<file path="src/design/flcu_pkg.sv">
// Shared types and constants of the full linear convolution unit.
// No dependencies; every other design file but the macro header refers to it by scoped names.
`timescale 1ns / 1ps

package flcu_pkg;

	// Fixed widths of the result, the configuration register and the tap index field.
	localparam int OUT_BITS  = 36;
	localparam int CFG_BITS  = 5;
	localparam int IDX_BITS  = 4;

	// Defaults of the top-level parameters.
	localparam int MAX_TAPS_DEF    = 16;
	localparam int SAMPLE_BITS_DEF = 16;

	// Tap count after reset.
	localparam logic [CFG_BITS-1:0] TAP_COUNT_RESET = 5'd1;

	// Item command codes.
	typedef enum logic {
		CMD_TAP    = 1'b0,
		CMD_SAMPLE = 1'b1
	} cmd_t;

	// Control that travels with each output through the pipeline.
	typedef struct packed {
		logic valid;
		logic eos;
	} ctl_t;

endpackage

</file>
<file path="src/design/flcu_sum.sv">
// Two-level adder tree over the lane products, feeding the output register.
// Depends on flcu_pkg.
`timescale 1ns / 1ps

module flcu_sum #(
	parameter int MAX_TAPS = flcu_pkg::MAX_TAPS_DEF
) (
	input  logic                            clk,
	input  logic                            arst_n,
	input  logic                            adv_s3,
	input  logic                            adv_out,
	input  flcu_pkg::ctl_t                  ctl_s2,
	input  logic [flcu_pkg::OUT_BITS-1:0]   prod_s2 [MAX_TAPS],
	output flcu_pkg::ctl_t                  ctl_s3,
	output flcu_pkg::ctl_t                  out_ctl_q,
	output logic [flcu_pkg::OUT_BITS-1:0]   out_value_q
);

	localparam int GROUPS = (MAX_TAPS + 3) / 4;

	logic [flcu_pkg::OUT_BITS-1:0] padded [GROUPS*4];
	logic [flcu_pkg::OUT_BITS-1:0] part   [GROUPS];
	logic [flcu_pkg::OUT_BITS-1:0] part_s3 [GROUPS];
	logic [flcu_pkg::OUT_BITS-1:0] total;

	for (genvar j = 0; j < GROUPS * 4; j++) begin : g_pad
		if (j < MAX_TAPS) begin : g_real
			assign padded[j] = prod_s2[j];
		end else begin : g_zero
			assign padded[j] = '0;
		end
	end

	// Sums wrap at the output width, as the result does.
	always_comb begin
		for (int g = 0; g < GROUPS; g++) begin
			part[g] = padded[4*g] + padded[4*g+1] + padded[4*g+2] + padded[4*g+3];
		end
	end

	always_comb begin
		total = '0;
		for (int g = 0; g < GROUPS; g++) begin
			total = total + part_s3[g];
		end
	end

	always_ff @(posedge clk) begin
		if (adv_s3) begin
			part_s3 <= part;
		end
		if (adv_out) begin
			out_value_q <= total;
		end
	end

	always_ff @(posedge clk or negedge arst_n) begin
		if (!arst_n) begin
			ctl_s3    <= '0;
			out_ctl_q <= '0;
		end else begin
			if (adv_s3) begin
				ctl_s3 <= ctl_s2;
			end
			if (adv_out) begin
				out_ctl_q <= '{valid: ctl_s3.valid, eos: ctl_s3.valid && ctl_s3.eos};
			end
		end
	end

endmodule

</file>
<file path="config.mk">
export PLATFORM = sky130hd
export DESIGN_NAME = flcu_sum
export DESIGN_NICKNAME = d
export VERILOG_FILES = /design/src/design/flcu_pkg.sv /design/src/design/flcu_sum.sv
export SDC_FILE = /design/constraint.sdc
export NUM_CORES = 1
export LEC_CHECK = 0
export BUFFER_PORTS_ARGS = -buffer_cell sky130_fd_sc_hd__buf_2
export CAP_MARGIN = 5
export CORE_UTILIZATION = 45
export CTS_BUF_LIST = sky130_fd_sc_hd__clkbuf_4 sky130_fd_sc_hd__clkbuf_8
export DETAILED_ROUTE_END_ITERATION = 10
export HOLD_SLACK_MARGIN = 0.05
export PLACE_DENSITY_LB_ADDON = 0.2
export SYNTH_ARGS = -nofsm -noshare
export SYNTH_HDL_FRONTEND = slang
export SYNTH_SLANG_ARGS = --single-unit
</file>
<file path="constraint.sdc">
create_clock -name clk -period 10.1 [get_ports clk]
set_clock_uncertainty 0.1 [all_clocks]
set_input_delay 1.01 -clock clk [delete_from_list [all_inputs] [get_ports clk]]
set_output_delay 1.01 -clock clk [all_outputs]
set_load 0.02 [all_outputs]
</file>
# Yosys cells after proc, flatten, opt, wreduce, memory -nomap -nowiden
# Cells that the tools add are included.
[word_totals] input_bits=582 ff_bits=184 output_inout_bits=40
[op_classes] n_reduce_logical=1 add_sub_neg=15
[ops] operator="$add A36 B36 Y36" n=15
[ops] operator="$logic_and A1 B1 Y1" n=1

# Longest topological paths before layout
[logic_depth] ltp_word=3 mapped_depth=15 depth_no_buf=15

# Least setup slack after synthesis
# No wires, ideal clock.
[synth_path] kind="input-to-reg" start="in prod_s2[433] (netlist bit)" end="reg part_s3[135] (netlist bit), data pin" path_stages=15 path_buffers=0 arrival_time_ns=4.107 path_slack_ns=5.628 required_time_ns=9.735 setup_ns=0.265 path_cell_list="inv_1 > fa_1 > inv_1 > fa_1 > ha_1 > inv_1 > fa_1 > nand2b_1 > a21oi_1 > o211ai_1 > a211oi_1 > o21ai_1 > o21ai_1 > a31oi_1 > xnor2_1"
[synth_rtl] element="start, declared" line_no="flcu_sum.sv:13" source="input logic [flcu_pkg::OUT_BITS-1:0] prod_s2 [MAX_TAPS],"
[synth_rtl] element="end signal, assigned" line_no="flcu_sum.sv:50" source="part_s3 <= part;"
[synth_rtl] element="end, declared" line_no="flcu_sum.sv:23" source="logic [flcu_pkg::OUT_BITS-1:0] part_s3 [GROUPS];"

==> results.json <==
{
  "core_area_mm2": 0.0566,
  "numClockSinks": 184,
  "htree_levels": 4,
  "hold_violations": 0,
  "grt_max_degree": 75,
  "netlist_instances": 2871,
  "wl_per_cell_um": 15.1,
  "cts_tree": "done",
  "post-route-period-util": 0.475,
  "synthDistinctLibCells": 83,
  "boundaryPins": 622,
  "tightest_slew_ps": 1000,
  "ys_seq_area_frac": 0.213,
  "hp-class": "input port to async pin",
  "cp_cell_sequence": "buf_2 > inv_1 > fa_1 > inv_1 > fa_1 > ha_1 > inv_1 > fa_1 > nand2b_1 > a21oi_1 > o211ai_1 > a211oi_1 > o21ai_1 > o21ai_1 > a31oi_1 > xnor2_1",
  "ant_nets": 0,
  "synth_fp_nets": 3978,
  "dr_total_vias": 20600,
  "post-place-ws_ps": 4860,
  "ys_dominant_reg_cell": "edfxtp_1",
  "endpoint_kind": "register",
  "rsz0062_at_grt": "false",
  "drtIter0Drc": 990,
  "ys_ff_latch": 184,
  "syn2layout_area_growth_pct": 16.4,
  "fin_hold_ws_ps": 212,
  "worstSetupPathType": "input port to register",
  "layout_min_cycle_time_ps": 4800,
  "max_freq_mhz": 208,
  "yosys_warnings": 0,
  "numCtsBuffers": 17,
  "worstPathArrival_ps": 4950,
  "clock_latency_ps": 490,
  "avgViaCountPerCell": 4.85,
  "finalNonFillerCells": 4237,
  "grt_pass1_vias": 20200,
  "cts_setup_buffers": 0,
  "crit_slowest_cell": "a211oi_1",
  "cpLargestDelayFamily": "compound AO/OA/AOI/OAI gates",
  "cts.root.buffer_cell": "clkbuf_8",
  "ir_drop_uv": 444,
  "finalSetupViolations": 0,
  "grt_overflow_total": 0,
  "rows": 87,
  "powerDensity_mw_per_mm2": 390,
  "clk_path_buf_depth": 2,
  "grt_pass1_wl_mm": 102,
  "die_x_um": 242,
  "async_reset_ff_frac": 0.0217,
  "p_leak_nw": 16.6,
  "fin_setup_tns_ps": 0,
  "cts_hold_buf": 0,
  "globalplace.congestion": 0.907,
  "slew_violations": 0,
  "drive_above_1_share": 0.195,
  "critPathRequiredTime_ps": 10250,
  "io_buffers": 621,
  "n_fill_cell": 5512,
  "grt_use_total": 0.221,
  "path_clk_slew_ps": 100,
  "status": "complete, no violations",
  "finalWirelength_mm": 64.1,
  "start_util": 0.457,
  "slew_headroom": 0.331,
  "drc": 0,
  "crit_fanout": 3,
  "postSynthAreaPerCell_um2": 9.02,
  "synth_edf_count": 180,
  "die-height_um": 242,
  "start_kind": "input port",
  "cts-resized-gates": 0,
  "drtPass1Iterations": 6,
  "hpwlAfterDp_mm": 56.3,
  "syn-cell-area_mm2": 0.0259,
  "dp_cells": 4205,
  "die_area_mm2": 0.0585,
  "final_nets": 4575,
  "fin_ws_ps": 5300,
  "cp_num_buf_inv": 4,
  "critical-path-max-stage-delay_ps": 670,
  "cap_violations": 0,
  "antenna_found_initial": 2
}
flip-flops by register name (all words and copies together) (netlist names):
signal,cells
out_value_q,36
part_s3,144
ctl_s3,2
out_ctl_q,2
placed cells by master (no fill, tap or decap), drive strengths merged, types with 6 or more instances in the layout:
cell     netlist  final
a311oi         6      6
edfxtp       180    180
and3          31     31
nand4         26     26
clkinv         0      6
a21o         115    115
or3            8      8
a31oi         22     22
ha           175    175
o31a           6      6
o21ai         80     80
buf           10    622
nand2b        25     25
nand2        100    100
o211ai        13     13
o31ai         10     10
clkbuf        34     17
o2111ai        8      8
nor2b         15     15
fa           350    350
nor2          99     99
o21a          18     18
inv          965    966
xor2          53     53
o21bai        25     25
xnor2        117    117
nand3         38     38
nor3          29     29
and2          18     18
a21oi        174    174
a21boi         9      9
a211o          9      9
a211oi        16     16
o22ai          6      6
layer usage:
metal | GRT usage | share of wire
met1 | 0.282 | 0.42
met2 | 0.396 | 0.52
met3 | 0.0310 | 0.049
met4 | 0.0430 | 0.016
met5 | 0 | 0
cells in the mapped netlist, drive strengths merged, types with 26 or more instances:
cell,number,share of area
edfxtp,180,0.21
nand3,38,0.0073
inv,965,0.14
xnor2,117,0.040
ha,175,0.085
nor2,99,0.014
and3,31,0.0075
fa,350,0.27
a21oi,174,0.034
clkbuf,34,0.0049
o21ai,80,0.016
xor2,53,0.018
nand2,100,0.015
a21o,115,0.033
nor3,29,0.0058
nand4,26,0.0065
logic make-up after synthesis:
kind of cell | share of synthesized area
AOI/OAI and AO/OA | 0.144
and+or+nand+nor | 0.0810
adders and majority gates | 0.355
buffers and inverters | 0.147
DFF | 0.213
xor gates and xnor gates | 0.0575
muxes | 0.00324
path summary, 6_finish.rpt:
kind / from / to / slack, ps / depth (start not counted)
worst max-delay path: prod_s2[433] / part_s3[135] / 5300 / 16
worst min-delay path: arst_n / ctl_s3[1] / 210 / 1
worst max register to register: part_s3[36] / out_value_q[35] / 5660 / 13
worst min register to register: out_ctl_q[1] / out_ctl_q[1] / 430 / 1
max in group asynchronous: arst_n / out_ctl_q[1] / 9560 / 1
min in group clk: out_ctl_q[1] / out_ctl_q[1] / 430 / 1
through the flow:
| step | instance area, um2 | util | power [mW] |
|---|---|---|---|
| CTS | 30100 | 0.532 | 11.8 |
| finish | 30100 | 0.532 | 11.8 |
| global route | 30100 | 0.532 | 13.0 |
| detailed placement | 29800 | 0.526 | 11.2 |
| global placement | 29800 | 0.526 | 11.2 |
| floorplan | 25900 | - | 9.05 |
power breakdown:
group | switching, mW | leakage, nW | internal, mW
combinational | 5.44 | 14.6 | 3.91
sequential | 0.171 | 1.81 | 1.76
clock | 0.283 | 0.156 | 0.190
area by class of cell:
class | count | area [um2] | share of cell area
Timing Repair Buffer | 622 | 3120 | 0.104
Inverter | 965 | 3620 | 0.120
Sequential cell | 184 | 5510 | 0.183
Multi-Input combinational cell | 1678 | 16600 | 0.550
Clock buffer | 17 | 234 | 0.00777
Antenna cell | 2 | 5.00 | 0.000166
Clock inverter | 13 | 109 | 0.00361
Tap cell | 756 | 946 | 0.0314
No activity file was read; power rests on OpenSTA's default activity.
