--- src/design/flcu_pkg.sv ---
// Shared types and constants of the full linear convolution unit.
// No dependencies; every other design file but the macro header refers to it by scoped names.
`timescale 1ns / 1ps

package flcu_pkg;

	// Fixed widths of the result, the configuration register and the tap index field.
	localparam int OUT_BITS  = 36;
	localparam int CFG_BITS  = 5;
	localparam int IDX_BITS  = 4;

	// Defaults of the top-level parameters.
	localparam int MAX_TAPS_DEF    = 16;
	localparam int SAMPLE_BITS_DEF = 16;

	// Tap count after reset.
	localparam logic [CFG_BITS-1:0] TAP_COUNT_RESET = 5'd1;

	// Item command codes.
	typedef enum logic {
		CMD_TAP    = 1'b0,
		CMD_SAMPLE = 1'b1
	} cmd_t;

	// Control that travels with each output through the pipeline.
	typedef struct packed {
		logic valid;
		logic eos;
	} ctl_t;

endpackage

--- src/design/flcu_front.sv ---
// Front end: kernel coefficient store, sample delay line and the tail flush sequencer.
// Depends on flcu_pkg.
`timescale 1ns / 1ps

module flcu_front #(
	parameter int MAX_TAPS    = flcu_pkg::MAX_TAPS_DEF,
	parameter int SAMPLE_BITS = flcu_pkg::SAMPLE_BITS_DEF,
	localparam int IW   = (MAX_TAPS > 1) ? $clog2(MAX_TAPS) : 1,
	localparam int NW   = $clog2(MAX_TAPS + 1)
) (
	input  logic                            clk,
	input  logic                            arst_n,
	input  logic                            accept,
	input  logic                            adv,
	input  logic                            command,
	input  logic [flcu_pkg::IDX_BITS-1:0]   tap_index,
	input  logic signed [SAMPLE_BITS-1:0]   value,
	input  logic                            last_sample,
	input  logic [flcu_pkg::CFG_BITS-1:0]   tap_count,
	output logic                            flush_busy,
	output logic [NW-1:0]                   n_taps,
	output flcu_pkg::ctl_t                  ctl_s1,
	output logic signed [SAMPLE_BITS-1:0]   hist_q [MAX_TAPS],
	output logic signed [SAMPLE_BITS-1:0]   kernel_q [MAX_TAPS]
);

	localparam int CMPW = (NW > flcu_pkg::CFG_BITS) ? NW : flcu_pkg::CFG_BITS;

	logic [CMPW-1:0]              cnt_ext;
	logic                         single_tap;
	logic                         is_sample;
	logic                         sample_in;
	logic                         flush_step;
	logic                         shift;
	logic                         shift_eos;
	logic signed [SAMPLE_BITS-1:0] shift_val;
	logic [IW-1:0]                flush_cnt_q;
	logic                         clr_q;

	// Zero means one tap, and anything past the store means all of it.
	assign cnt_ext    = CMPW'(tap_count);
	assign n_taps     = (cnt_ext == '0) ? NW'(1) :
	                    (cnt_ext > CMPW'(MAX_TAPS)) ? NW'(MAX_TAPS) : NW'(cnt_ext);
	assign single_tap = (n_taps == NW'(1));

	assign is_sample  = (command == flcu_pkg::CMD_SAMPLE);
	assign sample_in  = accept && is_sample;
	assign flush_busy = (flush_cnt_q != '0);
	assign flush_step = flush_busy && adv;
	assign shift      = sample_in || flush_step;
	assign shift_val  = sample_in ? value : '0;
	assign shift_eos  = sample_in ? (last_sample && single_tap) : (flush_cnt_q == IW'(1));

	always_ff @(posedge clk or negedge arst_n) begin
		if (!arst_n) begin
			for (int i = 0; i < MAX_TAPS; i++) begin
				kernel_q[i] <= '0;
			end
		end else if (accept && !is_sample && (32'(tap_index) < MAX_TAPS)) begin
			kernel_q[IW'(tap_index)] <= value;
		end
	end

	// The window of a finished signal is dropped on the next shift.
	always_ff @(posedge clk or negedge arst_n) begin
		if (!arst_n) begin
			for (int i = 0; i < MAX_TAPS; i++) begin
				hist_q[i] <= '0;
			end
			clr_q <= 1'b0;
		end else if (shift) begin
			hist_q[0] <= shift_val;
			for (int i = 1; i < MAX_TAPS; i++) begin
				hist_q[i] <= clr_q ? '0 : hist_q[i-1];
			end
			clr_q <= shift_eos;
		end
	end

	always_ff @(posedge clk or negedge arst_n) begin
		if (!arst_n) begin
			flush_cnt_q <= '0;
		end else if (sample_in && last_sample && !single_tap) begin
			flush_cnt_q <= IW'(n_taps - NW'(1));
		end else if (flush_step) begin
			flush_cnt_q <= flush_cnt_q - IW'(1);
		end
	end

	always_ff @(posedge clk or negedge arst_n) begin
		if (!arst_n) begin
			ctl_s1 <= '0;
		end else if (adv) begin
			ctl_s1 <= '{valid: shift, eos: shift_eos};
		end
	end

endmodule

--- config.mk ---
export PLATFORM = sky130hd
export DESIGN_NAME = flcu_front
export DESIGN_NICKNAME = d
export VERILOG_FILES = /design/src/design/flcu_pkg.sv /design/src/design/flcu_front.sv
export SDC_FILE = /design/constraint.sdc
export NUM_CORES = 1
export LEC_CHECK = 0
export BUFFER_PORTS_ARGS = -buffer_cell sky130_fd_sc_hd__buf_2
export CORE_UTILIZATION = 48
export CTS_CLUSTER_DIAMETER = 40
export DETAILED_ROUTE_END_ITERATION = 16
export PLACE_DENSITY = 0.76
export SYNTH_ARGS = -nofsm -noshare
export SYNTH_HDL_FRONTEND = slang
export SYNTH_SLANG_ARGS = --single-unit
--- constraint.sdc ---
create_clock -name clk -period 2.1 [get_ports clk]
set_input_delay 0.42 -clock clk [delete_from_list [all_inputs] [get_ports clk]]
set_output_delay 0.42 -clock clk [all_outputs]
set_load 0.005 [all_outputs]
# Word level (Yosys, flattened, before mapping)
# Index checks and enable logic that the tools add are counted.
totals:
  word_cells: 81
  in_bits: 31
  register_bits: 519
  output_inout_bits: 520
classes:
  bitwise_logic: 1
  addsub: 2
  n_reduce_logical: 13
  magnitude_cmp: 3
  muxes: 24
  n_eq_ne: 2
ops:
  columns: ["cell", "n"]
  rows:
  - ["$mux 16", 17]
  - ["$bwmux 256", 1]
  - ["$demux 16 s4", 1]
  - ["$mux 5", 2]
  - ["$mux 4", 2]
  - ["$sub 4x1->4 const B", 2]
  - ["$logic_and 1x1->1", 7]
  - ["$eq 5x1->1 const B", 1]
  - ["$ge 5x5->1 const B", 1]
  - ["$gt 5x5->1 const B", 1]
  - ["$logic_not 5->1", 1]
  - ["$lt 5x1->1 const B", 1]
  - ["$not 4->5", 1]
  - ["$eq 4x1->1 const B", 1]
  - ["$reduce_bool 4->1", 1]
  - ["$logic_not 1->1", 2]
  - ["$reduce_bool 2->1", 1]
  - ["$logic_or 1x1->1", 1]
  - ["$mux 1", 1]

# Logic depth before layout (Yosys ltp)
# Gate-level depths: netlist of run 1.
depth:
  depth_word: 7
  depth_mapped: 8
  ltp_nobuf: 7

# Worst setup path before layout of run 1
# Ideal clock, no wire load.
synth_path:
  path_kind: "flip-flop to flip-flop"
  from: "register flush_cnt_q[0]"
  to: "register hist_q[108] (netlist bit)"
  path_stages_with_launch: 9
  n_path_buf: 2
  synth_period_minus_slack_ps: 2017
  t_arrival_ps: 1890
  setup_slack_ps: 83
  required_ps: 1973
  setup_time_ps: 127
  cell_sequence: "dfrtp_1 -> inv_1 -> ha_1 -> nor3b_2 -> inv_2 -> a21oi_4 -> buf_12 -> buf_12 -> mux2_1"
synth_between:
  elab_chain_cells: 3
synth_rtl:
  columns: ["element", "line_no", "rtl"]
  rows:
  - ["start: declaration", "flcu_front.sv:37", "logic [IW-1:0] flush_cnt_q;"]
  - ["start signal: assignment", "flcu_front.sv:84", "flush_cnt_q <= IW'(n_taps - NW'(1));"]
  - ["start signal: assignment", "flcu_front.sv:86", "flush_cnt_q <= flush_cnt_q - IW'(1);"]
  - ["$reduce_bool 4->1", "flcu_front.sv:48", "assign flush_busy = (flush_cnt_q != '0);"]
  - ["via flush_busy", "flcu_front.sv:20", "output logic flush_busy,"]
  - ["$logic_and 1x1->1", "flcu_front.sv:49", "assign flush_step = flush_busy && adv;"]
  - ["$logic_or 1x1->1", "flcu_front.sv:50", "assign shift = sample_in || flush_step;"]
  - ["end signal: indexed assignment", "flcu_front.sv:74", "hist_q[i] <= clr_q ? '0 : hist_q[i-1];"]
  - ["end: declaration", "flcu_front.sv:23", "output logic signed [SAMPLE_BITS-1:0] hist_q [MAX_TAPS],"]
# The timed path passes the listed nets, and every way through them passes these cells.
# A chain may end at the register's enable or synchronous reset.

# Worst setup path in the final report of run 1
layout_path:
  from: "register flush_cnt_q[0]"
  to: "register hist_q[207] (netlist bit)"
layout_between:
  elab_chain_cells: 3
layout_rtl:
  columns: ["element", "line_no"]
  rows:
  - ["$reduce_bool 4->1", "flcu_front.sv:48"]
  - ["$logic_and 1x1->1", "flcu_front.sv:49"]
  - ["$logic_or 1x1->1", "flcu_front.sv:50"]
# Every way passes these cells.

==> impl_metrics.prom, run 1 <==
# TYPE chip_impl_metric gauge
chip_impl_metric{name="routed_wl",unit="mm"} 65.73
chip_impl_info{name="cts_tree",value="done"} 1
chip_impl_info{name="worst_r2r_endpoint",value="hist_q[207]"} 1
chip_impl_metric{name="dieWidth",unit="um"} 217.2
chip_impl_metric{name="drv.max_cap_violation_count",unit=""} 0
chip_impl_metric{name="netSwitchingFraction",unit="%"} 30.31
chip_impl_metric{name="groute.usage.overall",unit="%"} 26.86
chip_impl_metric{name="detail_route.wl_per_cell",unit="um"} 23.95
chip_impl_info{name="failed_checks",value="setup timing"} 1
chip_impl_metric{name="worstPathArrival",unit="ps"} 2690
chip_impl_metric{name="finalWorstSetupSlack",unit="ps"} -116.8
chip_impl_metric{name="die_h",unit="um"} 217.2
chip_impl_metric{name="pwr-share-comb",unit="%"} 29.2
chip_impl_metric{name="ys_async_sr_fraction",unit="%"} 100.0
chip_impl_info{name="rr_startpoint",value="flush_cnt_q[0]"} 1
chip_impl_metric{name="first_iter_violations",unit=""} 795
chip_impl_metric{name="clock_network_latency_to_the_later_pin_of_the_worst_skew_pair",unit="ps"} 590
chip_impl_metric{name="internal_power",unit="mW"} 27.35
chip_impl_metric{name="place.gp.congestion",unit=""} 0.8807
chip_impl_metric{name="clkTransAtPathRegs",unit="ps"} 60
chip_impl_metric{name="die-area",unit="sq um"} 47190
chip_impl_metric{name="vias_per_cell",unit=""} 5.372
chip_impl_metric{name="flow.area_growth_from_synthesis",unit="%"} 31.85
chip_impl_info{name="worst_hold_path_type",value="primary input to flip-flop"} 1
chip_impl_info{name="yosys.cell_count.top_type",value="dfrtp_1"} 1
chip_impl_metric{name="vdd.ir_drop.worst",unit="V"} 0.0009132
chip_impl_info{name="hold_path_startpoint",value="adv"} 1
chip_impl_metric{name="holdWs",unit="ps"} 302.4
chip_impl_metric{name="worst_clock_skew",unit="ps"} 13.96
chip_impl_info{name="grt_setup_unrepaired",value="true"} 1
chip_impl_metric{name="instance_count_of_the_mapped_netlist",unit=""} 1440
chip_impl_metric{name="setup.reg_to_reg.worst_slack",unit="ps"} -120
chip_impl_metric{name="setup_tns",unit="ps"} -14300
chip_impl_metric{name="synthesis.nets",unit=""} 1475
chip_impl_metric{name="yosysUniqueCellTypes",unit=""} 45
chip_impl_metric{name="relSlewSlack",unit="%"} 51.12
chip_impl_metric{name="p_clk_share",unit="%"} 31.5
chip_impl_info{name="most_frequently_used_flop_master_after_synthesis",value="dfrtp_1"} 1
chip_impl_metric{name="portion_of_synthesized_cell_area_occupied_by_the_leading_cell_type",unit="%"} 58.40
chip_impl_metric{name="floorplan.rows",unit=""} 78
chip_impl_info{name="synth_top_cells_by_count",value="dfrtp_1, mux2_2, nor2b_1"} 1
chip_impl_metric{name="seq_area_frac_synth",unit="%"} 58.40
chip_impl_metric{name="max_clock_freq",unit="MHz"} 451.1
chip_impl_metric{name="p_per_area",unit="nW/um^2"} 1338
chip_impl_metric{name="design_power_total",unit="mW"} 39.25
chip_impl_metric{name="postSynthRegisterBits",unit=""} 519
chip_impl_metric{name="post_route_cells_drive_above_1_share",unit="%"} 60.12
chip_impl_metric{name="post-route-drc-count",unit=""} 0
chip_impl_metric{name="slew_viol_final",unit=""} 0
chip_impl_metric{name="number_of_vias_in_the_routed_layout",unit=""} 14740
chip_impl_metric{name="final.period_utilization",unit="%"} 105.6
chip_impl_metric{name="syn-mean-instance-area",unit="sq um"} 15.44
chip_impl_info{name="worstSetupEndpointType",value="flip-flop"} 1
chip_impl_metric{name="top_level_port_count",unit=""} 551
chip_impl_metric{name="switching_power_total",unit="mW"} 11.90
chip_impl_metric{name="synth.yosys.warnings",unit=""} 0
chip_impl_metric{name="min_period",unit="ps"} 2217
chip_impl_info{name="outcome",value="finished, violations left"} 1
chip_impl_info{name="critPathLaunchType",value="flip-flop"} 1
chip_impl_metric{name="cp.required",unit="ps"} 2580
chip_impl_metric{name="final_hold_viol_count",unit=""} 0
chip_impl_info{name="clock-root-buffer",value="clkbuf_16"} 1
chip_impl_info{name="synth_top_cell_by_area",value="dfrtp_1"} 1
chip_impl_metric{name="power_frac_seq",unit="%"} 39.4
chip_impl_metric{name="crit_fanout",unit=""} 6
chip_impl_metric{name="p_leak",unit="nW"} 15.69
chip_impl_metric{name="pin_count_of_the_biggest_net_entering_global_routing",unit=""} 50
chip_impl_metric{name="cts_sinks",unit=""} 519
chip_impl_metric{name="slew_worst_pin",unit="ps"} 723.0
chip_impl_metric{name="core-area",unit="sq um"} 45580
chip_impl_metric{name="syn_area",unit="sq um"} 22240
chip_impl_metric{name="finalSetupViolCount",unit=""} 212
chip_impl_metric{name="max-clock-path-buffers",unit=""} 3
chip_impl_metric{name="preCtsSetupSlack",unit="ps"} -121.3
chip_impl_metric{name="route.antenna.remaining_nets",unit=""} 0
chip_impl_metric{name="min_delay_path_depth",unit=""} 3
chip_impl_metric{name="synth_edf_count",unit=""} 0
chip_impl_metric{name="h-tree-depth",unit=""} 3
chip_impl_info{name="ys_top_cells_by_area",value="dfrtp_1, mux2_2, mux2_4, nor2b_1, buf_12"} 1
chip_impl_metric{name="numPortBuffers",unit=""} 550
chip_impl_metric{name="initial_antenna_violation_count",unit=""} 5
chip_impl_metric{name="grt_pass1_wl",unit="mm"} 95.56
chip_impl_metric{name="dp_hpwl",unit="mm"} 43.94
chip_impl_info{name="whs_endpoint",value="ctl_s1[0]"} 1
chip_impl_info{name="timing_worst_setup_path_type",value="flip-flop to flip-flop"} 1
chip_impl_metric{name="initial_core_util",unit="%"} 48.79
chip_impl_metric{name="nets",unit=""} 2116
chip_impl_metric{name="grt_remaining_overflow",unit=""} 0
chip_impl_metric{name="r2r_cells",unit=""} 10
chip_impl_metric{name="tritoncts.num_buffers",unit=""} 73
chip_impl_metric{name="first_global_vias",unit=""} 15384
chip_impl_metric{name="first_pass_iters",unit=""} 4
## state kept, by name, summed over array words and instances (netlist names)
name / count
clr_q: 1
hist_q: 256
ctl_s1: 2
kernel_q: 256
flush_cnt_q: 4
## routing by layer
| metal | wire length (um) | share of wire [%] | GRT usage [%] | vias to the layer above |
|---|---|---|---|---|
| met5 | 0 | 0 | 0 | - |
| met4 | 2428 | 3.7 | 12.25 | 0 |
| met3 | 5400 | 8.2 | 8.595 | 134 |
| met2 | 32610 | 50 | 43.96 | 655 |
| met1 | 25290 | 38 | 32.32 | 7710 |
| li1 | - | - | - | 6241 |
## worst max-delay path, stage by stage (launching register included)
cell and delay [ps]:
dfrtp_1 390, inv_2 100, ha_4 150, nor3b_4 240
inv_2 70, buf_4 140, a21oi_4 180, buf_12 180
clkbuf_16 180, clkbuf_16 160, mux2_4 300
## power groups by stage
stage	combinational [mW]	clock [mW]	sequential [mW]
global route	12.3	12.9	15.7
CTS	10.8	12.5	15.3
floorplan	5.77	0	14.9
global placement	10.2	0	15.3
detailed placement	10.5	0	15.4
finish	11.4	12.4	15.5
## per-stage QoR
step | cell area (sq um) | utilization, % | std cells
after floorplan | 22240 | - | 1440
after global placement | 25940 | 56.91 | 2571
after detailed placement | 25940 | 56.91 | 2571
after CTS | 28570 | 62.69 | 2711
after global routing | 29320 | 64.33 | 2744
final | 29320 | 64.33 | 2744
## kinds of logic (layout without fill, tap and decap cells)
group	count (synthesis)	count (layout)	synth area share (%)
AND/OR/NAND/NOR	284	284	8.136
buffers and inverters	103	802	3.820
adder cells (fa/ha/maj)	4	4	0.2251
XOR/XNOR	1	1	0.03939
AO/OA/AOI/OAI	30	30	1.086
multiplexers	499	499	28.29
other	0	5	0
flip-flops	519	519	58.40
## final cells by class
type	count	area (sq um)
Antenna cell	5	12.51
Clock buffer	88	1974
Clock inverter	45	525.5
Fill cell	3196	16260
Inverter	7	26.28
Multi-Input combinational cell	818	8564
Sequential cell	519	12990
Tap cell	600	750.7
Timing Repair Buffer	662	4476
## worst max-delay path by stage
stage / from / to / cells after the start
2_1_floorplan: flush_cnt_q[0] / hist_q[108] / 8
3_3_place_gp: tap_count[1] / flush_cnt_q[2] / 8
3_5_place_dp: tap_count[1] / flush_cnt_q[2] / 8
4_1_cts: flush_cnt_q[1] / flush_busy / 6
6_report: flush_cnt_q[0] / hist_q[207] / 10
5_1_grt: flush_cnt_q[0] / hist_q[175] / 10
## cells in the final DEF (no fill, tap or decap), types with 4 or more instances in the layout
| cell type | n |
|---|---|
| buf_2 | 548 |
| clkinv_4 | 8 |
| nor2_1 | 4 |
| inv_1 | 4 |
| mux2_4 | 218 |
| buf_8 | 7 |
| a22o_1 | 16 |
| clkinvlp_4 | 9 |
| diode_2 | 5 |
| mux2_1 | 14 |
| nand2_1 | 7 |
| nor2b_1 | 244 |
| clkbuf_8 | 7 |
| and3_1 | 4 |
| mux2_2 | 264 |
| a21oi_1 | 4 |
| nand2_2 | 5 |
| buf_4 | 48 |
| dfrtp_1 | 518 |
| buf_12 | 30 |
| inv_6 | 6 |
| clkbuf_1 | 7 |
| clkinv_2 | 10 |
| bufinv_16 | 6 |
| clkbuf_16 | 89 |
| buf_6 | 5 |
| buf_16 | 7 |
## timing repair
action	4_1_cts	5_1_grt
resized for setup	13	56
setup buffers	5	9
hold buffers	1	0
cloned	1	19
pin swaps	1	2
endpoints found under the setup margin	100	243
endpoints found under the hold margin	24	0
Power figures use the tool's default switching activity.
==> run 2: changes to the inputs <==
--- a/config.mk
+++ b/config.mk
@@ -6,10 +6,10 @@
 export NUM_CORES = 1
 export LEC_CHECK = 0
 export BUFFER_PORTS_ARGS = -buffer_cell sky130_fd_sc_hd__buf_2
-export CORE_UTILIZATION = 48
+export CORE_UTILIZATION = 35
 export CTS_CLUSTER_DIAMETER = 40
 export DETAILED_ROUTE_END_ITERATION = 16
-export PLACE_DENSITY = 0.76
+export MAX_ROUTING_LAYER = met4
 export SYNTH_ARGS = -nofsm -noshare
 export SYNTH_HDL_FRONTEND = slang
 export SYNTH_SLANG_ARGS = --single-unit
==> impl_metrics.prom, run 2 (synthesis gave the netlist of run 1 again) <==
# TYPE chip_impl_metric gauge
chip_impl_metric{name="initial_core_util",unit="%"} 35.32
chip_impl_metric{name="internal_power",unit="mW"} 28.74
chip_impl_metric{name="grt_pass1_wl",unit="mm"} 93.47
chip_impl_metric{name="clkTransAtPathRegs",unit="ps"} 50
chip_impl_metric{name="die_h",unit="um"} 254.1
chip_impl_metric{name="finalSetupViolCount",unit=""} 0
chip_impl_info{name="timing_worst_setup_path_type",value="flip-flop to flip-flop"} 1
chip_impl_metric{name="sequential_cell_area",unit="sq um"} 12990
chip_impl_metric{name="flow.area_growth_from_synthesis",unit="%"} 34.51
chip_impl_metric{name="netSwitchingFraction",unit="%"} 29.33
chip_impl_metric{name="route.antenna.remaining_nets",unit=""} 0
chip_impl_metric{name="p_per_area",unit="nW/um^2"} 1359
chip_impl_metric{name="p_leak",unit="nW"} 15.82
chip_impl_info{name="path_cells",value="inv_2, ha_4, nor3b_4, inv_2, a21oi_4, buf_6, buf_16, buf_4, buf_16, mux2_2"} 1
chip_impl_metric{name="min_period",unit="ps"} 2056
chip_impl_metric{name="setup_tns",unit="ps"} 0
chip_impl_metric{name="place.gp.congestion",unit=""} 0.8374
chip_impl_info{name="rr_startpoint",value="flush_cnt_q[0]"} 1
chip_impl_metric{name="routed_wl",unit="mm"} 65.64
chip_impl_metric{name="r2r_cells",unit=""} 10
chip_impl_metric{name="first_pass_iters",unit=""} 6
chip_impl_metric{name="drv.max_cap_violation_count",unit=""} 0
chip_impl_metric{name="top_level_port_count",unit=""} 551
chip_impl_metric{name="pin_count_of_the_biggest_net_entering_global_routing",unit=""} 79
chip_impl_metric{name="die-area",unit="sq um"} 64550
chip_impl_info{name="critPathLaunchType",value="flip-flop"} 1
chip_impl_metric{name="setup.reg_to_reg.worst_slack",unit="ps"} 40
chip_impl_metric{name="numPortBuffers",unit=""} 550
chip_impl_info{name="worst_hold_path_type",value="primary input to flip-flop"} 1
chip_impl_metric{name="max_clock_freq",unit="MHz"} 486.4
chip_impl_metric{name="relSlewSlack",unit="%"} 59.42
chip_impl_info{name="reg_top3",value="hist_q (256), kernel_q (256), flush_cnt_q (4)"} 1
chip_impl_metric{name="power_frac_seq",unit="%"} 37.5
chip_impl_metric{name="vias_per_cell",unit=""} 4.727
chip_impl_info{name="cts_tree",value="done"} 1
chip_impl_info{name="layout_commonest_cell",value="buf_2"} 1
chip_impl_metric{name="layout.core_utilization",unit="%"} 47.51
chip_impl_info{name="clock-root-buffer",value="clkbuf_16"} 1
chip_impl_metric{name="core-area",unit="sq um"} 62970
chip_impl_metric{name="critPathMaxStageDelay",unit="ps"} 380
chip_impl_metric{name="final_non_filler_cell_area",unit="sq um"} 29910
chip_impl_info{name="mostFrequentLayoutCells",value="buf_2, dfrtp_1, mux2_2, nor2b_1, mux2_4"} 1
chip_impl_metric{name="area_of_combinational_cells_with_multiple_inputs",unit="sq um"} 8429
chip_impl_metric{name="number_of_vias_in_the_routed_layout",unit=""} 14238
chip_impl_metric{name="holdWs",unit="ps"} 199.8
chip_impl_metric{name="vdd.ir_drop.worst",unit="V"} 0.0007195
chip_impl_metric{name="finish.cell_count_without_fillers",unit=""} 3012
chip_impl_metric{name="cp.required",unit="ps"} 2570
chip_impl_metric{name="post_route_cells_drive_above_1_share",unit="%"} 60.36
chip_impl_metric{name="grt_remaining_overflow",unit=""} 0
chip_impl_metric{name="cts_sinks",unit=""} 519
chip_impl_metric{name="detail_route.wl_per_cell",unit="um"} 21.79
chip_impl_metric{name="worstPathArrival",unit="ps"} 2530
chip_impl_metric{name="p_clk_share",unit="%"} 35.5
chip_impl_metric{name="switching_power_total",unit="mW"} 11.93
chip_impl_metric{name="design_power_total",unit="mW"} 40.66
chip_impl_metric{name="crit_fanout",unit=""} 10
chip_impl_metric{name="tritoncts.num_buffers",unit=""} 85
chip_impl_metric{name="first_iter_violations",unit=""} 673
chip_impl_metric{name="placed_cells_incl_taps",unit=""} 2815
chip_impl_metric{name="groute.usage.overall",unit="%"} 19.84
chip_impl_metric{name="max-clock-path-buffers",unit=""} 3
chip_impl_metric{name="initial_antenna_violation_count",unit=""} 5
chip_impl_metric{name="n_fill_cell",unit=""} 5640
chip_impl_metric{name="post-route-drc-count",unit=""} 0
chip_impl_info{name="outcome",value="finished clean"} 1
chip_impl_metric{name="pwr-share-comb",unit="%"} 27.0
chip_impl_metric{name="preCtsSetupSlack",unit="ps"} -33.37
chip_impl_info{name="grt_setup_unrepaired",value="true"} 1
chip_impl_metric{name="floorplan.rows",unit=""} 92
chip_impl_info{name="crit_path_end",value="hist_q[238]"} 1
chip_impl_metric{name="finalWorstSetupSlack",unit="ps"} 44.12
chip_impl_metric{name="final.period_utilization",unit="%"} 97.90
chip_impl_metric{name="nets",unit=""} 2129
chip_impl_info{name="cpMaxStageDelayCell",value="dfrtp_1"} 1
chip_impl_metric{name="first_global_vias",unit=""} 14890
chip_impl_metric{name="clock_network_latency_to_the_later_pin_of_the_worst_skew_pair",unit="ps"} 610
chip_impl_metric{name="placed_cell_area",unit="sq um"} 26180
chip_impl_metric{name="slew_worst_pin",unit="ps"} 608.8
chip_impl_info{name="timing.critical_path.from",value="flush_cnt_q[0]"} 1
chip_impl_metric{name="dp_hpwl",unit="mm"} 44.90
chip_impl_metric{name="h-tree-depth",unit=""} 3
chip_impl_metric{name="slew_viol_final",unit=""} 0
chip_impl_metric{name="dieWidth",unit="um"} 254.1
chip_impl_metric{name="final_hold_viol_count",unit=""} 0
chip_impl_info{name="worstSetupEndpointType",value="flip-flop"} 1
chip_impl_metric{name="worst_clock_skew",unit="ps"} 30.21
chip_impl_info{name="worst_r2r_endpoint",value="hist_q[238]"} 1
## run 2: cell types whose count changed in the layout (fill, tap and decap cells not counted), sizes merged
| cell | delta |
|---|---|
| bufinv | +5 |
| bufbuf | -1 |
| clkinv | +1 |
| buf | +3 |
| diode | -1 |
| clkbuf | +12 |
| clkinvlp | +3 |
## run 2: timing repair
action	in CTS	in global routing
hold buffers	1	0
setup endpoints to repair	30	130
pin swaps	0	1
cloned	0	17
gates resized for setup	7	27
endpoints found under the hold margin	29	0
buffers inserted	2	18
## run 2: power groups by stage
| stage | logic [mW] | clock network, mW | registers [mW] |
|---|---|---|---|
| 2_1_floorplan | 5.77 | 0 | 14.9 |
| 3_3_place_gp | 10.3 | 0 | 15.2 |
| 3_5_place_dp | 10.5 | 0 | 15.4 |
| 4_1_cts | 10.6 | 14.7 | 15.3 |
| 5_1_grt | 11.9 | 15.2 | 15.6 |
| 6_report | 11.0 | 14.4 | 15.2 |
## run 2: how the worst min path moves through the flow
stage	end	slack, ps	cells past startpoint	startpoint
after floorplan	clr_q	120	0	arst_n
after global placement	hist_q[24]	360	1	arst_n
after detailed placement	hist_q[8]	370	1	arst_n
after CTS	flush_cnt_q[3]	160	3	tap_count[4]
after global routing	flush_cnt_q[3]	190	3	tap_count[4]
final	flush_cnt_q[3]	200	3	tap_count[4]
## run 2: critical path: cells and delay by family (launching register included)
kind	cells	cell delay, ps
buffers and inverters	6	730
flip-flops	1	380
multiplexers	1	330
AND/OR/NAND/NOR	1	200
adder cells (fa/ha/maj)	1	140
AO/OA/AOI/OAI	1	140
## run 2: layout make-up
type	count	area share, %
clock inverter	54	2.380
inverter	7	0.08784
multi-input combinational	818	28.18
clock buffer	101	7.684
sequential	519	43.43
tap	846	3.539
timing repair buffer	663	14.67
antenna	4	0.03346
## run 2: metal layers
| metal | track usage [%] | wire (um) |
|---|---|---|
| met5 | - | 0 |
| met2 | 32.26 | 32380 |
| met1 | 23.24 | 26770 |
| met3 | 6.217 | 4862 |
| met4 | 6.506 | 1634 |
==> run 3: changes to the inputs <==
--- a/config.mk
+++ b/config.mk
@@ -10,6 +10,7 @@
 export CTS_CLUSTER_DIAMETER = 40
 export DETAILED_ROUTE_END_ITERATION = 16
 export MAX_ROUTING_LAYER = met4
+export REMOVE_ABC_BUFFERS = 1
 export SYNTH_ARGS = -nofsm -noshare
 export SYNTH_HDL_FRONTEND = slang
 export SYNTH_SLANG_ARGS = --single-unit
==> impl_metrics.prom, run 3 (synthesis gave the netlist of run 1 again) <==
# TYPE chip_impl_metric gauge
chip_impl_metric{name="clock_network_latency_to_the_later_pin_of_the_worst_skew_pair",unit="ps"} 620
chip_impl_info{name="hold_path_startpoint",value="adv"} 1
chip_impl_metric{name="max_clock_freq",unit="MHz"} 464.8
chip_impl_metric{name="drv.max_cap_violation_count",unit=""} 0
chip_impl_info{name="layout_commonest_cell",value="buf_2"} 1
chip_impl_metric{name="clkTransAtPathRegs",unit="ps"} 50
chip_impl_metric{name="post_route_cells_drive_above_1_share",unit="%"} 61.59
chip_impl_metric{name="vias_per_cell",unit=""} 4.730
chip_impl_metric{name="first_iter_violations",unit=""} 682
chip_impl_info{name="cts_tree",value="done"} 1
chip_impl_metric{name="r2r_cells",unit=""} 10
chip_impl_metric{name="setup.reg_to_reg.worst_slack",unit="ps"} -50
chip_impl_metric{name="routed_wl",unit="mm"} 65.77
chip_impl_metric{name="setup_tns",unit="ps"} -2808
chip_impl_metric{name="cp.required",unit="ps"} 1680
chip_impl_metric{name="first_pass_iters",unit=""} 4
chip_impl_metric{name="dp_hpwl",unit="mm"} 43.81
chip_impl_metric{name="slew_viol_final",unit=""} 0
chip_impl_metric{name="h-tree-depth",unit=""} 3
chip_impl_metric{name="worstPathArrival",unit="ps"} 1730
chip_impl_metric{name="die-area",unit="sq um"} 64550
chip_impl_metric{name="top_level_port_count",unit=""} 551
chip_impl_metric{name="dieWidth",unit="um"} 254.1
chip_impl_metric{name="grt_util_met2",unit="%"} 31.46
chip_impl_metric{name="max-clock-path-buffers",unit=""} 3
chip_impl_metric{name="grt_remaining_overflow",unit=""} 0
chip_impl_metric{name="relSlewSlack",unit="%"} 54.65
chip_impl_metric{name="preCtsSetupSlack",unit="ps"} -107.0
chip_impl_metric{name="groute.usage.overall",unit="%"} 20.11
chip_impl_metric{name="die_h",unit="um"} 254.1
chip_impl_info{name="grt_most_used_layer",value="met2"} 1
chip_impl_metric{name="finish.cell_count_without_fillers",unit=""} 3040
chip_impl_metric{name="tritoncts.num_buffers",unit=""} 88
chip_impl_info{name="whs_endpoint",value="ctl_s1[1]"} 1
chip_impl_metric{name="pin_count_of_the_biggest_net_entering_global_routing",unit=""} 75
chip_impl_info{name="timing_worst_setup_path_type",value="flip-flop to output pin"} 1
chip_impl_info{name="outcome",value="finished, violations left"} 1
chip_impl_metric{name="min_period",unit="ps"} 2152
chip_impl_metric{name="floorplan.rows",unit=""} 92
chip_impl_metric{name="p_leak",unit="nW"} 16.12
chip_impl_metric{name="initial_core_util",unit="%"} 35.32
chip_impl_info{name="reg_top3",value="hist_q (256), kernel_q (256), flush_cnt_q (4)"} 1
chip_impl_metric{name="vdd.ir_drop.worst",unit="V"} 0.0005804
chip_impl_metric{name="cts_sinks",unit=""} 519
chip_impl_info{name="worstSetupEndpointType",value="output pin"} 1
chip_impl_metric{name="finalSetupViolCount",unit=""} 126
chip_impl_metric{name="initial_antenna_violation_count",unit=""} 9
chip_impl_metric{name="grt_pass1_wl",unit="mm"} 94.34
chip_impl_metric{name="number_of_vias_in_the_routed_layout",unit=""} 14378
chip_impl_metric{name="place.gp.congestion",unit=""} 0.7953
chip_impl_metric{name="detail_route.wl_per_cell",unit="um"} 21.64
chip_impl_info{name="rr_startpoint",value="flush_cnt_q[1]"} 1
chip_impl_info{name="worst_r2r_endpoint",value="hist_q[40]"} 1
chip_impl_info{name="grt_setup_unrepaired",value="true"} 1
chip_impl_metric{name="final.period_utilization",unit="%"} 102.5
chip_impl_metric{name="post-route-drc-count",unit=""} 0
chip_impl_metric{name="groute.layer.met1.usage",unit="%"} 24.32
chip_impl_metric{name="core-area",unit="sq um"} 62970
chip_impl_metric{name="slew_worst_pin",unit="ps"} 680.3
chip_impl_metric{name="crit_fanout",unit=""} 2
chip_impl_metric{name="finalWorstSetupSlack",unit="ps"} -51.63
chip_impl_info{name="clock-root-buffer",value="clkbuf_16"} 1
chip_impl_info{name="critPathLaunchType",value="flip-flop"} 1
chip_impl_info{name="worst_hold_path_type",value="primary input to flip-flop"} 1
chip_impl_metric{name="placed_cells_incl_taps",unit=""} 2828
chip_impl_metric{name="layout.core_utilization",unit="%"} 48.44
chip_impl_metric{name="p_per_area",unit="nW/um^2"} 1353
chip_impl_metric{name="flow.area_growth_from_synthesis",unit="%"} 37.15
chip_impl_metric{name="route.antenna.remaining_nets",unit=""} 0
chip_impl_metric{name="nets",unit=""} 2150
chip_impl_info{name="mostFrequentLayoutCells",value="buf_2, dfrtp_1, mux2_2, nor2b_1, mux2_4"} 1
chip_impl_metric{name="final_hold_viol_count",unit=""} 0
chip_impl_metric{name="numPortBuffers",unit=""} 550
chip_impl_info{name="failed_checks",value="setup timing"} 1
chip_impl_info{name="timing.critical_path.from",value="flush_cnt_q[1]"} 1
chip_impl_metric{name="first_global_vias",unit=""} 14954
chip_impl_metric{name="min_delay_path_depth",unit=""} 2
chip_impl_metric{name="globalRouteMet3Util",unit="%"} 5.920
chip_impl_metric{name="worst_clock_skew",unit="ps"} 26.35
[run 3: cell types whose count changed in the layout (fill, tap and decap cells not counted), moves of 3 or more]
cell	change
mux2_2	-39
inv_6	-4
bufinv_16	-3
clkbuf_8	+3
mux2_4	+58
diode_2	+3
mux2_1	-19
clkbuf_1	+3
clkinv_4	+4
buf_8	+11
buf_16	+4
clkbuf_16	+4
[run 3: stage by stage]
stage	instance area (sq um)	hold WS (ps)	power [mW]
finish	30500	179.7	41.27
global route	30490	175.7	43.30
CTS	29730	121.4	40.88
detailed placement	26260	402.0	25.78
global placement	26260	405.7	25.39
floorplan	21410	124.4	20.66
[run 3: worst max-delay path by stage]
stage | end | slack (ps) | cells after the start
3_5_place_dp | hist_q[23] | -110 | 8
3_3_place_gp | hist_q[127] | -60 | 8
5_1_grt | flush_busy | -140 | 6
2_1_floorplan | hist_q[0] | -5510 | 6
4_1_cts | flush_busy | -90 | 6
6_report | flush_busy | -50 | 6
[run 3: repair_timing]
item,CTS,global route
setup buffers,20,3
cloned,3,18
pin swaps,2,2
gates resized for setup,42,83
endpoints found under the hold margin,39,0
hold buffers,1,0
setup endpoints to repair,228,243
[run 3: final cells by class]
class | count | area [sq um]
antenna | 7 | 17.52
clock buffer | 110 | 2426
clock inverter | 52 | 599.3
fill | 5564 | 32470
inverter | 7 | 26.28
multi-input combinational | 818 | 8658
sequential | 519 | 12990
tap | 846 | 1059
timing repair buffer | 681 | 4722
[run 3: critical path, cell delays in order, from the launching register on]
cell,delay (ps)
dfrtp_1,390
inv_2,90
ha_4,140
nor3b_4,200
inv_2,70
buf_6,120
buf_6,110
[run 3: routing by layer]
layer  vias up  routed length, um
li1       6357                  -
met1      7422              27580
met2       489              31480
met3       110               4844
met4         0               1867
met5         -                  0
[run 3: where the power goes]
group	internal, mW	switching, mW
clock	9.26	5.19
combinational	7.15	4.65
sequential	12.9	2.10
